## config.mk

```make
export PLATFORM = sky130hd
export DESIGN_NAME = terminal_line_editor_flat
export DESIGN_NICKNAME = d
export VERILOG_FILES = /design/src/tle_pkg.sv /design/src/tle_channels.sv /design/src/tle_datapath.sv /design/src/tle_ctrl.sv /design/src/terminal_line_editor.sv /design/src/flat_wrapper.sv
export SDC_FILE = /design/constraint.sdc
export NUM_CORES = 2
export LEC_CHECK = 0
export BUFFER_PORTS_ARGS = -buffer_cell sky130_fd_sc_hd__buf_4
export CAP_MARGIN = 20
export CORE_UTILIZATION = 60
export CTS_BUF_LIST = sky130_fd_sc_hd__clkbuf_16
export DETAILED_ROUTE_END_ITERATION = 6
export PLACE_DENSITY = 0.76
export SETUP_SLACK_MARGIN = 0.02
export SLEW_MARGIN = 20
export SYNTH_ARGS = -nofsm -noshare
export SYNTH_HDL_FRONTEND = slang
export SYNTH_SLANG_ARGS = --single-unit
```

## constraint.sdc

```tcl
create_clock -name clock -period 23.8 [get_ports clock]
set_input_delay 4.76 -clock clock [delete_from_list [all_inputs] [get_ports clock]]
set_output_delay 4.76 -clock clock [all_outputs]
set_load 0.1 [all_outputs]
```

## src/tle_pkg.sv

```systemverilog
// ----------------------------------------------------------------------------
// tle_pkg: shared types and codes of the terminal line editor
// Opcodes, result kinds, character codes, datapath action and select codes,
// and the command and status bundles between controller and datapath.
// ----------------------------------------------------------------------------
package tle_pkg;

   localparam logic [1:0] OP_KEY   = 2'd0;
   localparam logic [1:0] OP_READ  = 2'd1;
   localparam logic [1:0] OP_WRITE = 2'd2;

   localparam logic [2:0] K_ECHO   = 3'd0;
   localparam logic [2:0] K_CHAR   = 3'd1;
   localparam logic [2:0] K_EOF    = 3'd2;
   localparam logic [2:0] K_TOP    = 3'd3;
   localparam logic [2:0] K_CLEAN  = 3'd4;
   localparam logic [2:0] K_CONT   = 3'd5;
   localparam logic [2:0] K_NONE   = 3'd6;
   localparam logic [2:0] K_REFUSE = 3'd7;

   localparam logic [7:0] CH_CTRL_C = 8'h03;
   localparam logic [7:0] CH_CTRL_G = 8'h07;
   localparam logic [7:0] CH_BS     = 8'h08;
   localparam logic [7:0] CH_TAB    = 8'h09;
   localparam logic [7:0] CH_LF     = 8'h0A;
   localparam logic [7:0] CH_CR     = 8'h0D;
   localparam logic [7:0] CH_CTRL_P = 8'h10;
   localparam logic [7:0] CH_CTRL_Z = 8'h1A;
   localparam logic [7:0] CH_SPACE  = 8'h20;
   localparam logic [7:0] CH_DEL    = 8'h7F;

   localparam logic [7:0] COL_MAX     = 8'hFF;
   localparam logic [3:0] ERASE_LIMIT = 4'd8;
   localparam logic [3:0] TAB_WIDTH   = 4'd8;

   // key classes
   localparam logic [2:0] KC_CR    = 3'd0;
   localparam logic [2:0] KC_BS    = 3'd1;
   localparam logic [2:0] KC_EOF   = 3'd2;
   localparam logic [2:0] KC_PRINT = 3'd3;
   localparam logic [2:0] KC_OTHER = 3'd4;

   // output data selects
   localparam logic [2:0] SEL_CHAR = 3'd0;
   localparam logic [2:0] SEL_ZERO = 3'd1;
   localparam logic [2:0] SEL_CR   = 3'd2;
   localparam logic [2:0] SEL_LF   = 3'd3;
   localparam logic [2:0] SEL_BS   = 3'd4;
   localparam logic [2:0] SEL_SP   = 3'd5;
   localparam logic [2:0] SEL_MEM  = 3'd6;

   // datapath actions
   localparam logic [3:0] ACT_NONE      = 4'd0;
   localparam logic [3:0] ACT_LATCH     = 4'd1;
   localparam logic [3:0] ACT_CR_COMMIT = 4'd2;
   localparam logic [3:0] ACT_FLUSH     = 4'd3;
   localparam logic [3:0] ACT_NL_CURSOR = 4'd4;
   localparam logic [3:0] ACT_STORE_KEY = 4'd5;
   localparam logic [3:0] ACT_ADV       = 4'd6;
   localparam logic [3:0] ACT_BS_START  = 4'd7;
   localparam logic [3:0] ACT_BS_ERASE  = 4'd8;
   localparam logic [3:0] ACT_RD_START  = 4'd9;
   localparam logic [3:0] ACT_REP_DEC   = 4'd10;

   typedef struct packed {
      logic [3:0] act;
      logic       emit;
      logic [2:0] kind;
      logic [2:0] sel;
      logic       last;
   } tle_cmd_type;

   typedef struct packed {
      logic [1:0] op;
      logic [2:0] key_class;
      logic       is_tab;
      logic [2:0] sig_kind;
      logic       line_ready;
      logic       bs_ok;
      logic       print_ok;
      logic       read_ok;
      logic       wr_newline;
      logic       erase_zero;
      logic       rep_one;
      logic       out_free;
   } tle_status_type;

endpackage

```

## src/tle_channels.sv

```systemverilog
// ----------------------------------------------------------------------------
// tle_channels: request and response channels of the terminal line editor
// Valid/ready channels; an item moves when valid and ready are both high.
// ----------------------------------------------------------------------------
interface tle_req_if;
   logic       valid;
   logic       ready;
   logic [1:0] opcode;
   logic [7:0] char_code;

   modport source (output valid, output opcode, output char_code, input ready);
   modport sink (input valid, input opcode, input char_code, output ready);
endinterface

interface tle_rsp_if;
   logic       valid;
   logic       ready;
   logic [2:0] kind;
   logic [7:0] data;
   logic       last;

   modport source (output valid, output kind, output data, output last, input ready);
   modport sink (input valid, input kind, input data, input last, output ready);
endinterface

```

## src/tle_datapath.sv

```systemverilog
// ----------------------------------------------------------------------------
// tle_datapath: line store, column store, counters and output register
// Executes one controller action per cycle and reports decoded status.
// ----------------------------------------------------------------------------
module tle_datapath #(
   parameter int LINE_DEPTH = 256
) (
   input  logic                    clock,
   input  logic                    reset,
   input  logic [1:0]              req_opcode,
   input  logic [7:0]              req_char_code,
   input  tle_pkg::tle_cmd_type    cmd,
   output tle_pkg::tle_status_type status,
   output logic                    rsp_valid,
   input  logic                    rsp_ready,
   output logic [2:0]              rsp_kind,
   output logic [7:0]              rsp_data,
   output logic                    rsp_last
);
   import tle_pkg::*;

   localparam int AW = $clog2(LINE_DEPTH);
   localparam int CW = $clog2(LINE_DEPTH + 1);

   logic [7:0] line_mem [LINE_DEPTH];
   logic [7:0] col_mem [LINE_DEPTH];

   logic [1:0]    op_ff;
   logic [7:0]    ch_ff;
   logic [CW-1:0] count_ff, count_in;
   logic [CW-1:0] rdidx_ff, rdidx_in;
   logic [7:0]    cursor_ff, cursor_in;
   logic          ready_ff, ready_in;
   logic [3:0]    rep_ff, rep_in;
   logic [7:0]    line_rd_ff;
   logic [7:0]    col_rd_ff;
   logic          valid_ff, valid_in;
   logic [2:0]    kind_ff;
   logic [7:0]    data_ff;
   logic          last_ff;

   logic [2:0]    key_class;
   logic [2:0]    sig_kind;
   logic          is_tab;
   logic          out_free;
   logic [CW-1:0] count_dec;
   logic [CW-1:0] rdidx_inc;
   logic [3:0]    spaces;
   logic [8:0]    tab_sum;
   logic [7:0]    cursor_sat;
   logic [7:0]    cursor_tab;
   logic [7:0]    diff;
   logic [3:0]    erase_n;
   logic          line_we;
   logic [7:0]    line_wd;
   logic [7:0]    data_sel;

   always_comb begin
      if (ch_ff == CH_CR) begin
         key_class = KC_CR;
      end else if (ch_ff == CH_BS || ch_ff == CH_DEL) begin
         key_class = KC_BS;
      end else if (ch_ff == CH_CTRL_Z) begin
         key_class = KC_EOF;
      end else if (ch_ff == CH_TAB || (ch_ff >= CH_SPACE && ch_ff < CH_DEL)) begin
         key_class = KC_PRINT;
      end else begin
         key_class = KC_OTHER;
      end
      case (ch_ff)
         CH_CTRL_Z: sig_kind = K_EOF;
         CH_CTRL_C: sig_kind = K_TOP;
         CH_CTRL_G: sig_kind = K_CLEAN;
         CH_CTRL_P: sig_kind = K_CONT;
         default:   sig_kind = K_CHAR;
      endcase
   end

   assign is_tab    = (ch_ff == CH_TAB);
   assign out_free  = !valid_ff || rsp_ready;
   assign count_dec = count_ff - CW'(1);
   assign rdidx_inc = rdidx_ff + CW'(1);
   assign spaces    = TAB_WIDTH - {1'b0, cursor_ff[2:0]};
   assign tab_sum   = {1'b0, cursor_ff} + {5'b0, spaces};
   assign cursor_tab = tab_sum[8] ? COL_MAX : tab_sum[7:0];
   assign cursor_sat = (cursor_ff == COL_MAX) ? COL_MAX : cursor_ff + 8'd1;
   assign diff      = cursor_ff - col_rd_ff;
   assign erase_n   = (cursor_ff <= col_rd_ff) ? 4'd0 :
                      (diff > {4'b0, ERASE_LIMIT}) ? ERASE_LIMIT : diff[3:0];

   always_comb begin
      status.op         = op_ff;
      status.key_class  = key_class;
      status.is_tab     = is_tab;
      status.sig_kind   = sig_kind;
      status.line_ready = ready_ff;
      status.bs_ok      = (count_ff != '0);
      status.print_ok   = (count_ff < CW'(LINE_DEPTH - 1));
      status.read_ok    = ready_ff && (rdidx_ff < count_ff);
      status.wr_newline = (ch_ff == CH_LF);
      status.erase_zero = (erase_n == 4'd0);
      status.rep_one    = (rep_ff == 4'd1);
      status.out_free   = out_free;
   end

   always_comb begin
      count_in  = count_ff;
      rdidx_in  = rdidx_ff;
      cursor_in = cursor_ff;
      ready_in  = ready_ff;
      rep_in    = rep_ff;
      line_we   = 1'b0;
      line_wd   = ch_ff;
      case (cmd.act)
         ACT_CR_COMMIT: begin
            if (count_ff < CW'(LINE_DEPTH)) begin
               line_we  = 1'b1;
               line_wd  = CH_LF;
               count_in = count_ff + CW'(1);
            end
            cursor_in = '0;
            rdidx_in  = '0;
            ready_in  = 1'b1;
         end
         ACT_FLUSH: begin
            count_in  = '0;
            rdidx_in  = '0;
            cursor_in = '0;
         end
         ACT_NL_CURSOR: cursor_in = '0;
         ACT_STORE_KEY: begin
            line_we  = 1'b1;
            count_in = count_ff + CW'(1);
            if (is_tab) begin
               cursor_in = cursor_tab;
               rep_in    = spaces;
            end else begin
               cursor_in = cursor_sat;
            end
         end
         ACT_ADV:      cursor_in = cursor_sat;
         ACT_BS_START: count_in = count_dec;
         ACT_BS_ERASE: begin
            cursor_in = cursor_ff - {4'b0, erase_n};
            rep_in    = erase_n;
         end
         ACT_RD_START: begin
            if (rdidx_inc >= count_ff) begin
               ready_in = 1'b0;
               count_in = '0;
               rdidx_in = '0;
            end else begin
               rdidx_in = rdidx_inc;
            end
         end
         ACT_REP_DEC: rep_in = rep_ff - 4'd1;
         default: ;
      endcase
   end

   always_comb begin
      case (cmd.sel)
         SEL_CHAR: data_sel = ch_ff;
         SEL_CR:   data_sel = CH_CR;
         SEL_LF:   data_sel = CH_LF;
         SEL_BS:   data_sel = CH_BS;
         SEL_SP:   data_sel = CH_SPACE;
         SEL_MEM:  data_sel = line_rd_ff;
         default:  data_sel = 8'h00;
      endcase
      if (cmd.emit) begin
         valid_in = 1'b1;
      end else if (rsp_ready) begin
         valid_in = 1'b0;
      end else begin
         valid_in = valid_ff;
      end
   end

   always_ff @(posedge clock) begin
      if (line_we) begin
         line_mem[count_ff[AW-1:0]] <= line_wd;
      end
      if (cmd.act == ACT_STORE_KEY) begin
         col_mem[count_ff[AW-1:0]] <= cursor_ff;
      end
      if (cmd.act == ACT_RD_START) begin
         line_rd_ff <= line_mem[rdidx_ff[AW-1:0]];
      end
      if (cmd.act == ACT_BS_START) begin
         col_rd_ff <= col_mem[count_dec[AW-1:0]];
      end
   end

   always_ff @(posedge clock) begin
      if (cmd.act == ACT_LATCH) begin
         op_ff <= req_opcode;
         ch_ff <= req_char_code;
      end
      if (cmd.emit) begin
         kind_ff <= cmd.kind;
         data_ff <= data_sel;
         last_ff <= cmd.last;
      end
      rep_ff <= rep_in;
   end

   always_ff @(posedge clock) begin
      if (reset) begin
         count_ff  <= '0;
         rdidx_ff  <= '0;
         cursor_ff <= '0;
         ready_ff  <= 1'b0;
         valid_ff  <= 1'b0;
      end else begin
         count_ff  <= count_in;
         rdidx_ff  <= rdidx_in;
         cursor_ff <= cursor_in;
         ready_ff  <= ready_in;
         valid_ff  <= valid_in;
      end
   end

   assign rsp_valid = valid_ff;
   assign rsp_kind  = kind_ff;
   assign rsp_data  = data_ff;
   assign rsp_last  = last_ff;

endmodule

```

## src/tle_ctrl.sv

```systemverilog
// ----------------------------------------------------------------------------
// tle_ctrl: sequencing state machine of the terminal line editor
// Decodes items, orders actions, emits one result per cycle unless stalled.
// ----------------------------------------------------------------------------
module tle_ctrl (
   input  logic                    clock,
   input  logic                    reset,
   input  logic                    req_valid,
   output logic                    req_ready,
   input  tle_pkg::tle_status_type status,
   output tle_pkg::tle_cmd_type    cmd
);
   import tle_pkg::*;

   localparam logic [3:0] S_IDLE    = 4'd0;
   localparam logic [3:0] S_DECODE  = 4'd1;
   localparam logic [3:0] S_ONE     = 4'd2;
   localparam logic [3:0] S_NL_CR   = 4'd3;
   localparam logic [3:0] S_NL_LF   = 4'd4;
   localparam logic [3:0] S_SIGNAL  = 4'd5;
   localparam logic [3:0] S_TAB     = 4'd6;
   localparam logic [3:0] S_BS_READ = 4'd7;
   localparam logic [3:0] S_BS1     = 4'd8;
   localparam logic [3:0] S_BS2     = 4'd9;
   localparam logic [3:0] S_BS3     = 4'd10;
   localparam logic [3:0] S_RD      = 4'd11;

   logic [3:0] state_ff, state_in;
   logic [2:0] kind_ff, kind_in;
   logic [2:0] sel_ff, sel_in;
   logic       follow;

   assign follow = (status.op == OP_KEY) &&
                   (status.key_class == KC_EOF || status.key_class == KC_OTHER);
   assign req_ready = (state_ff == S_IDLE);

   always_comb begin
      state_in = state_ff;
      kind_in  = kind_ff;
      sel_in   = sel_ff;
      cmd.act  = ACT_NONE;
      cmd.emit = 1'b0;
      cmd.kind = K_ECHO;
      cmd.sel  = SEL_ZERO;
      cmd.last = 1'b0;
      case (state_ff)
         S_IDLE: begin
            if (req_valid) begin
               cmd.act  = ACT_LATCH;
               state_in = S_DECODE;
            end
         end
         S_DECODE: begin
            state_in = S_IDLE;
            case (status.op)
               OP_KEY: begin
                  if (status.line_ready) begin
                     kind_in  = K_REFUSE;
                     sel_in   = SEL_CHAR;
                     state_in = S_ONE;
                  end else begin
                     case (status.key_class)
                        KC_CR: begin
                           cmd.act  = ACT_CR_COMMIT;
                           state_in = S_NL_CR;
                        end
                        KC_BS: begin
                           if (status.bs_ok) begin
                              cmd.act  = ACT_BS_START;
                              state_in = S_BS_READ;
                           end
                        end
                        KC_PRINT: begin
                           if (status.print_ok) begin
                              cmd.act = ACT_STORE_KEY;
                              if (status.is_tab) begin
                                 state_in = S_TAB;
                              end else begin
                                 kind_in  = K_ECHO;
                                 sel_in   = SEL_CHAR;
                                 state_in = S_ONE;
                              end
                           end
                        end
                        default: begin
                           cmd.act  = ACT_FLUSH;
                           state_in = S_NL_CR;
                        end
                     endcase
                  end
               end
               OP_READ: begin
                  if (status.read_ok) begin
                     cmd.act  = ACT_RD_START;
                     state_in = S_RD;
                  end else begin
                     kind_in  = K_NONE;
                     sel_in   = SEL_ZERO;
                     state_in = S_ONE;
                  end
               end
               OP_WRITE: begin
                  if (status.wr_newline) begin
                     cmd.act  = ACT_NL_CURSOR;
                     state_in = S_NL_CR;
                  end else begin
                     cmd.act  = ACT_ADV;
                     kind_in  = K_ECHO;
                     sel_in   = SEL_CHAR;
                     state_in = S_ONE;
                  end
               end
               default: state_in = S_IDLE;
            endcase
         end
         S_ONE: begin
            cmd.kind = kind_ff;
            cmd.sel  = sel_ff;
            cmd.last = 1'b1;
            if (status.out_free) begin
               cmd.emit = 1'b1;
               state_in = S_IDLE;
            end
         end
         S_NL_CR: begin
            cmd.sel = SEL_CR;
            if (status.out_free) begin
               cmd.emit = 1'b1;
               state_in = S_NL_LF;
            end
         end
         S_NL_LF: begin
            cmd.sel  = SEL_LF;
            cmd.last = !follow;
            if (status.out_free) begin
               cmd.emit = 1'b1;
               state_in = follow ? S_SIGNAL : S_IDLE;
            end
         end
         S_SIGNAL: begin
            cmd.kind = status.sig_kind;
            cmd.sel  = (status.sig_kind == K_CHAR) ? SEL_CHAR : SEL_ZERO;
            cmd.last = 1'b1;
            if (status.out_free) begin
               cmd.emit = 1'b1;
               state_in = S_IDLE;
            end
         end
         S_TAB: begin
            cmd.sel  = SEL_SP;
            cmd.last = status.rep_one;
            if (status.out_free) begin
               cmd.emit = 1'b1;
               cmd.act  = ACT_REP_DEC;
               if (status.rep_one) begin
                  state_in = S_IDLE;
               end
            end
         end
         S_BS_READ: begin
            if (status.erase_zero) begin
               state_in = S_IDLE;
            end else begin
               cmd.act  = ACT_BS_ERASE;
               state_in = S_BS1;
            end
         end
         S_BS1: begin
            cmd.sel = SEL_BS;
            if (status.out_free) begin
               cmd.emit = 1'b1;
               state_in = S_BS2;
            end
         end
         S_BS2: begin
            cmd.sel = SEL_SP;
            if (status.out_free) begin
               cmd.emit = 1'b1;
               state_in = S_BS3;
            end
         end
         S_BS3: begin
            cmd.sel  = SEL_BS;
            cmd.last = status.rep_one;
            if (status.out_free) begin
               cmd.emit = 1'b1;
               cmd.act  = ACT_REP_DEC;
               state_in = status.rep_one ? S_IDLE : S_BS1;
            end
         end
         S_RD: begin
            cmd.kind = K_CHAR;
            cmd.sel  = SEL_MEM;
            cmd.last = 1'b1;
            if (status.out_free) begin
               cmd.emit = 1'b1;
               state_in = S_IDLE;
            end
         end
         default: state_in = S_IDLE;
      endcase
   end

   always_ff @(posedge clock) begin
      kind_ff <= kind_in;
      sel_ff  <= sel_in;
   end

   always_ff @(posedge clock) begin
      if (reset) begin
         state_ff <= S_IDLE;
      end else begin
         state_ff <= state_in;
      end
   end

endmodule

```

## src/terminal_line_editor.sv

```systemverilog
// ----------------------------------------------------------------------------
// terminal_line_editor: line-editing front end for a character terminal
// Collects and echoes keystrokes, serves completed lines to a reader and
// prints written bytes while tracking the cursor column.
// ----------------------------------------------------------------------------
// Usage:
//   req_ch carries one item: opcode (keystroke, read, write) and char_code.
//   rsp_ch returns the items it causes, one per cycle at most, in order;
//   last marks the final one. Some keystrokes cause no result at all.
//   An item is taken only when the controller is idle: it is accepted,
//   then decoded, then its results are emitted one at a time (backspace
//   first reads the column store). The worst case, backspace over a tab,
//   gives 24 results. The next item is taken only after the sequencer has
//   loaded the last result into the single output register.
//   When the receiver stalls, the output register holds its item and the
//   sequencer waits; nothing is dropped.
//   Reset empties the line, clears the column, read position and line-ready
//   flag; the line and column stores need no clearing.
// ----------------------------------------------------------------------------
module terminal_line_editor #(
   parameter int LINE_DEPTH = 256
) (
   input logic      clock,
   input logic      reset,
   tle_req_if.sink  req_ch,
   tle_rsp_if.source rsp_ch
);
   import tle_pkg::*;

   tle_cmd_type    cmd;
   tle_status_type status;

   tle_ctrl u_ctrl (
      .clock     (clock),
      .reset     (reset),
      .req_valid (req_ch.valid),
      .req_ready (req_ch.ready),
      .status    (status),
      .cmd       (cmd)
   );

   tle_datapath #(
      .LINE_DEPTH (LINE_DEPTH)
   ) u_datapath (
      .clock         (clock),
      .reset         (reset),
      .req_opcode    (req_ch.opcode),
      .req_char_code (req_ch.char_code),
      .cmd           (cmd),
      .status        (status),
      .rsp_valid     (rsp_ch.valid),
      .rsp_ready     (rsp_ch.ready),
      .rsp_kind      (rsp_ch.kind),
      .rsp_data      (rsp_ch.data),
      .rsp_last      (rsp_ch.last)
   );

endmodule
```

## src/flat_wrapper.sv

```systemverilog
// flat-port wrapper written by rule: the top's interface ports become plain ports
module terminal_line_editor_flat import tle_pkg::*;
#(
   parameter int LINE_DEPTH = 256
)
  (clock, reset, req_ch_valid, req_ch_opcode, req_ch_char_code, req_ch_ready, rsp_ch_valid, rsp_ch_kind, rsp_ch_data, rsp_ch_last, rsp_ch_ready);
  tle_req_if req_ch_i ();
  tle_rsp_if rsp_ch_i ();
  input logic clock;
  input logic reset;
  input wire logic [$bits(req_ch_i.valid)-1:0] req_ch_valid;
  input wire logic [$bits(req_ch_i.opcode)-1:0] req_ch_opcode;
  input wire logic [$bits(req_ch_i.char_code)-1:0] req_ch_char_code;
  output wire logic [$bits(req_ch_i.ready)-1:0] req_ch_ready;
  output wire logic [$bits(rsp_ch_i.valid)-1:0] rsp_ch_valid;
  output wire logic [$bits(rsp_ch_i.kind)-1:0] rsp_ch_kind;
  output wire logic [$bits(rsp_ch_i.data)-1:0] rsp_ch_data;
  output wire logic [$bits(rsp_ch_i.last)-1:0] rsp_ch_last;
  input wire logic [$bits(rsp_ch_i.ready)-1:0] rsp_ch_ready;
  assign req_ch_i.valid = req_ch_valid;
  assign req_ch_i.opcode = req_ch_opcode;
  assign req_ch_i.char_code = req_ch_char_code;
  assign req_ch_ready = req_ch_i.ready;
  assign rsp_ch_valid = rsp_ch_i.valid;
  assign rsp_ch_kind = rsp_ch_i.kind;
  assign rsp_ch_data = rsp_ch_i.data;
  assign rsp_ch_last = rsp_ch_i.last;
  assign rsp_ch_i.ready = rsp_ch_ready;
  terminal_line_editor #(.LINE_DEPTH(LINE_DEPTH)) u_core (.clock(clock), .reset(reset), .req_ch(req_ch_i), .rsp_ch(rsp_ch_i));
endmodule
```

==> summary.md <==
| Metric | Value |
|---|---|
| Outcome | complete, but fails checks |
| Failing checks | DRC |
| First-pass GRT wire length | 605.9 mm |
| Crit Path Category | input pin to register |
| HPWL after DPL | 225.7 mm |
| Overflow after GRT | 0 |
| Required @ worst endpoint | 24.34 ns |
| Avg Inst Size Synth | 22.93 µm² |
| Slew Limit Fails | 0 |
| Initial antenna violation count | 20 |
| Layout area overhead | 10.63% |
| Primary FF master, synth | edfxtp_1 |
| Leakage | 54.53 nW |
| RSZ-0062 raised after global routing | no |
| CTS tree | built |
| Reg2reg end | u_core.u_datapath.col_rd_ff[4] |
| Vias in the first global route | 79773 |
| Port Buffer Count | 27 |
| Post-cts resize count | 0 |
| Most used cell, CP | buf_4 |
| Top cell type's share of synthesized area | 76.07% |
| Crit-path cells | buf_4 > nand2b_1 > o211ai_1 > o221ai_1 > nor2_1 > or2_2 > nor4_2 > buf_4 > nor2b_4 > buf_4 > buf_4 |
| DP Cell Count | 10428 |
| Worst-path clk slew | 0.06 ns |
| Die Span X | 524.0 µm |
| Top-count cell post-synth | edfxtp_1 |
| Min-delay src | u_core.u_datapath.rdidx_ff[8] |
| Worst Clk Skew | 0.06229 ns |
| Largest area contributor in the netlist | edfxtp_1 |
| CP startpoint kind | input pin |
| IO Pins | 28 |
| Syn_nets | 7192 |
| Netlist cell types | 80 |
| GP Congestion | 0.9031 |
| Worst slew pin tran | 1.252 ns |
| Largest net degree at the start of global routing | 179 |
| Final core occ | 66.79% |
| DR DRC count | 1 |
| Final TNS setup | 0 ns |
| Crit path largest cell delay | 0.92 ns |
| Register area share after synthesis | 76.46% |
| EDFF count, synth | 4141 |
| Root Buffer | clkbuf_16 |
| Synth warn | 0 |
| Worst Reg2Reg Path Length in Cells | 9 |
| Critical Path End Type | register |
| HP Class | register to register |
| # rows | 191 |
| Rel. slew slack | 16.44% |
| GRT Total Usage | 31.43% |
| Buf+Inv Stages, Crit Path | 4 |
| Worst Hold End | u_core.u_datapath.rdidx_ff[8] |
| Clk sinks | 4173 |
| Routed vias | 80369 |
| Die H | 524.0 µm |
| Worst-Skew Late Latency | 0.93 ns |
| Cells after Synth | 7130 |
| Fin nets | 7312 |
| Pre-CTS setup slack | 14.11 ns |
| Synth Register Bits | 4173 |
| Hold_buf cts | 0 |
| Antenna viol nets, final | 0 |
| Drt total wl | 425.0 mm |
| Layout cells sized above 1 | 28.96% |
| Fin. Hold Viols | 0 |
| Setup Buffers After CTS | 0 |
| Fin area | 180800 µm² |
| Arrival time worst endpoint | 9.44 ns |
| H-tree levels | 5 |
| Wire length per cell | 38.13 µm |
| Pre-Repair DR Iteration Count | 7 |
| Register-to-register setup slack | 16.32 ns |
| DP Area | 167900 µm² |
| Most frequent cells after synthesis | 4141 x edfxtp_1, 1360 x mux4_2, 583 x nor2_1 |
| Async SR Flop Fraction | 0% |
| Fmax | 112.4 MHz |
| Worst r2r src | u_core.u_datapath.count_ff[0] |
| Mapped cell area | 163500 µm² |
| # setup viols final | 0 |
| Core ar. | 270800 µm² |
| Vias per inst | 7.211 |
| Die Footprint | 274500 µm² |
| Power per Cell Area | 104.6 nW/µm² |
| Setup WS post-layout | 14.90 ns |
| CP delay by family, top | simple AND/OR/NAND/NOR gates |
| Period utilization | 37.39% |
| Post-route minimum period | 8.898 ns |
| Max Root-Sink Buffers | 4 |
| Finished Layout Cells | 11146 |
| Hold Path Cell Cnt | 2 |
| Largest fanout on the critical path | 87 |
| Area contributors post-synth | edfxtp_1 76%, mux4_2 19%, nor2_1 1.3% |
| TritonCTS Buffers | 389 |
| Starting DRC count in detailed routing | 12660 |
| Max capacitance violation total | 0 |
| Initial Util | 60.37% |
| Power Total | 18.92 mW |
| Hold Slack | 0.5102 ns |
| Slowest CP cell | nor2b_4 |
| Maximum VDD drop | 0.0001345 V |
routing by layer:
layer	part of all wire [%]	routed length [µm]	up-vias	global-route usage, %
met1	35	149500	42278	43.12
met5	0.030	126	-	0
met4	4.9	20960	18	13.41
met2	49	208100	6556	50.11
met3	11	46340	1003	6.143
li1	-	-	30514	-
state kept, by name (all words and copies together), names as in the netlist:
register and count:
u_core.u_datapath.ready_ff 1, u_core.u_datapath.ch_ff 8, u_core.u_datapath.op_ff 2, u_core.u_datapath.rsp_last 1, u_core.u_datapath.rdidx_ff 9, u_core.u_datapath.rsp_data 8
u_core.u_datapath.col_mem 2048, u_core.u_datapath.rsp_valid 1, u_core.u_ctrl.kind_ff 2, u_core.u_datapath.cursor_ff 8, u_core.u_datapath.rep_ff 4, u_core.u_ctrl.state_ff 4
u_core.u_datapath.line_rd_ff 8, u_core.u_datapath.col_rd_ff 8, u_core.u_ctrl.sel_ff 1, u_core.u_datapath.line_mem 2048, u_core.u_datapath.count_ff 9, u_core.u_datapath.rsp_kind 3
worst max-delay path by stage:
| stage | startpoint | endpoint | slack, ns | cells after the start |
|---|---|---|---|---|
| 6_report | rsp_ch_ready | u_core.u_datapath.line_mem[68][4] | 14.90 | 11 |
| 5_1_grt | rsp_ch_ready | u_core.u_datapath.line_mem[74][4] | 14.74 | 11 |
| 4_1_cts | rsp_ch_ready | u_core.u_datapath.line_mem[118][4] | 15.06 | 11 |
| 3_5_place_dp | rsp_ch_ready | u_core.u_datapath.line_mem[118][4] | 14.11 | 11 |
| 3_3_place_gp | rsp_ch_ready | u_core.u_datapath.line_mem[118][4] | 14.21 | 11 |
| 2_1_floorplan | rsp_ch_ready | u_core.u_datapath.line_mem[0][4] | 10.01 | 8 |
layout by cell type, fill, tap and decap left out, types with 14 or more instances in the layout:
cell and count:
edfxtp_1 4141, mux4_2 1360, nor2_1 581, clkbuf_16 395, buf_4 139, inv_1 94
clkinv_2 72, nand2_1 71, clkinv_1 67, bufinv_16 52, a21oi_1 48, ha_1 45
o21ai_0 40, clkinvlp_4 29, nor3_1 25, nand3_2 25, nand2b_1 19, clkinv_4 17
dfxtp_1 17, inv_6 16, nand3_1 15, nand4_1 14
worst min-delay path: stages (launching register included):
cell and delay [ns]:
dfxtp_1 0.33, nand2b_1 0.08, a21oi_1 0.05
layout make-up:
class	count	area (µm²)
Clock inverter	312	2992
Timing Repair Buffer	155	1354
Clock buffer	395	9884
Sequential cell	4173	125000
Multi-Input combinational cell	2490	36920
Fill cell	15423	89930
Tap cell	3570	4467
Antenna cell	10	25.02
Inverter	41	153.9
report_power, final:
part / leakage, nW / internal (mW) / switching, mW
sequential: 38.5 / 8.55 / 0.0574
clock: 6.48 / 3.60 / 2.81
combinational: 9.60 / 1.45 / 2.46
total: 54.5 / 13.6 / 5.33
kinds of logic (layout without fill, tap and decap cells):
| logic type | Yosys count | after routing | share of synthesized area, % |
|---|---|---|---|
| AO/OA/AOI/OAI | 202 | 202 | 0.8412 |
| XOR/XNOR | 27 | 27 | 0.1447 |
| adder cells (fa/ha/maj) | 48 | 48 | 0.3766 |
| buffers and inverters | 467 | 903 | 1.109 |
| flip-flops | 4173 | 4173 | 76.46 |
| multiplexers | 1365 | 1365 | 18.77 |
| other | 0 | 10 | 0 |
| AND/OR/NAND/NOR | 848 | 848 | 2.294 |
(Power assumes the default switching activity.)
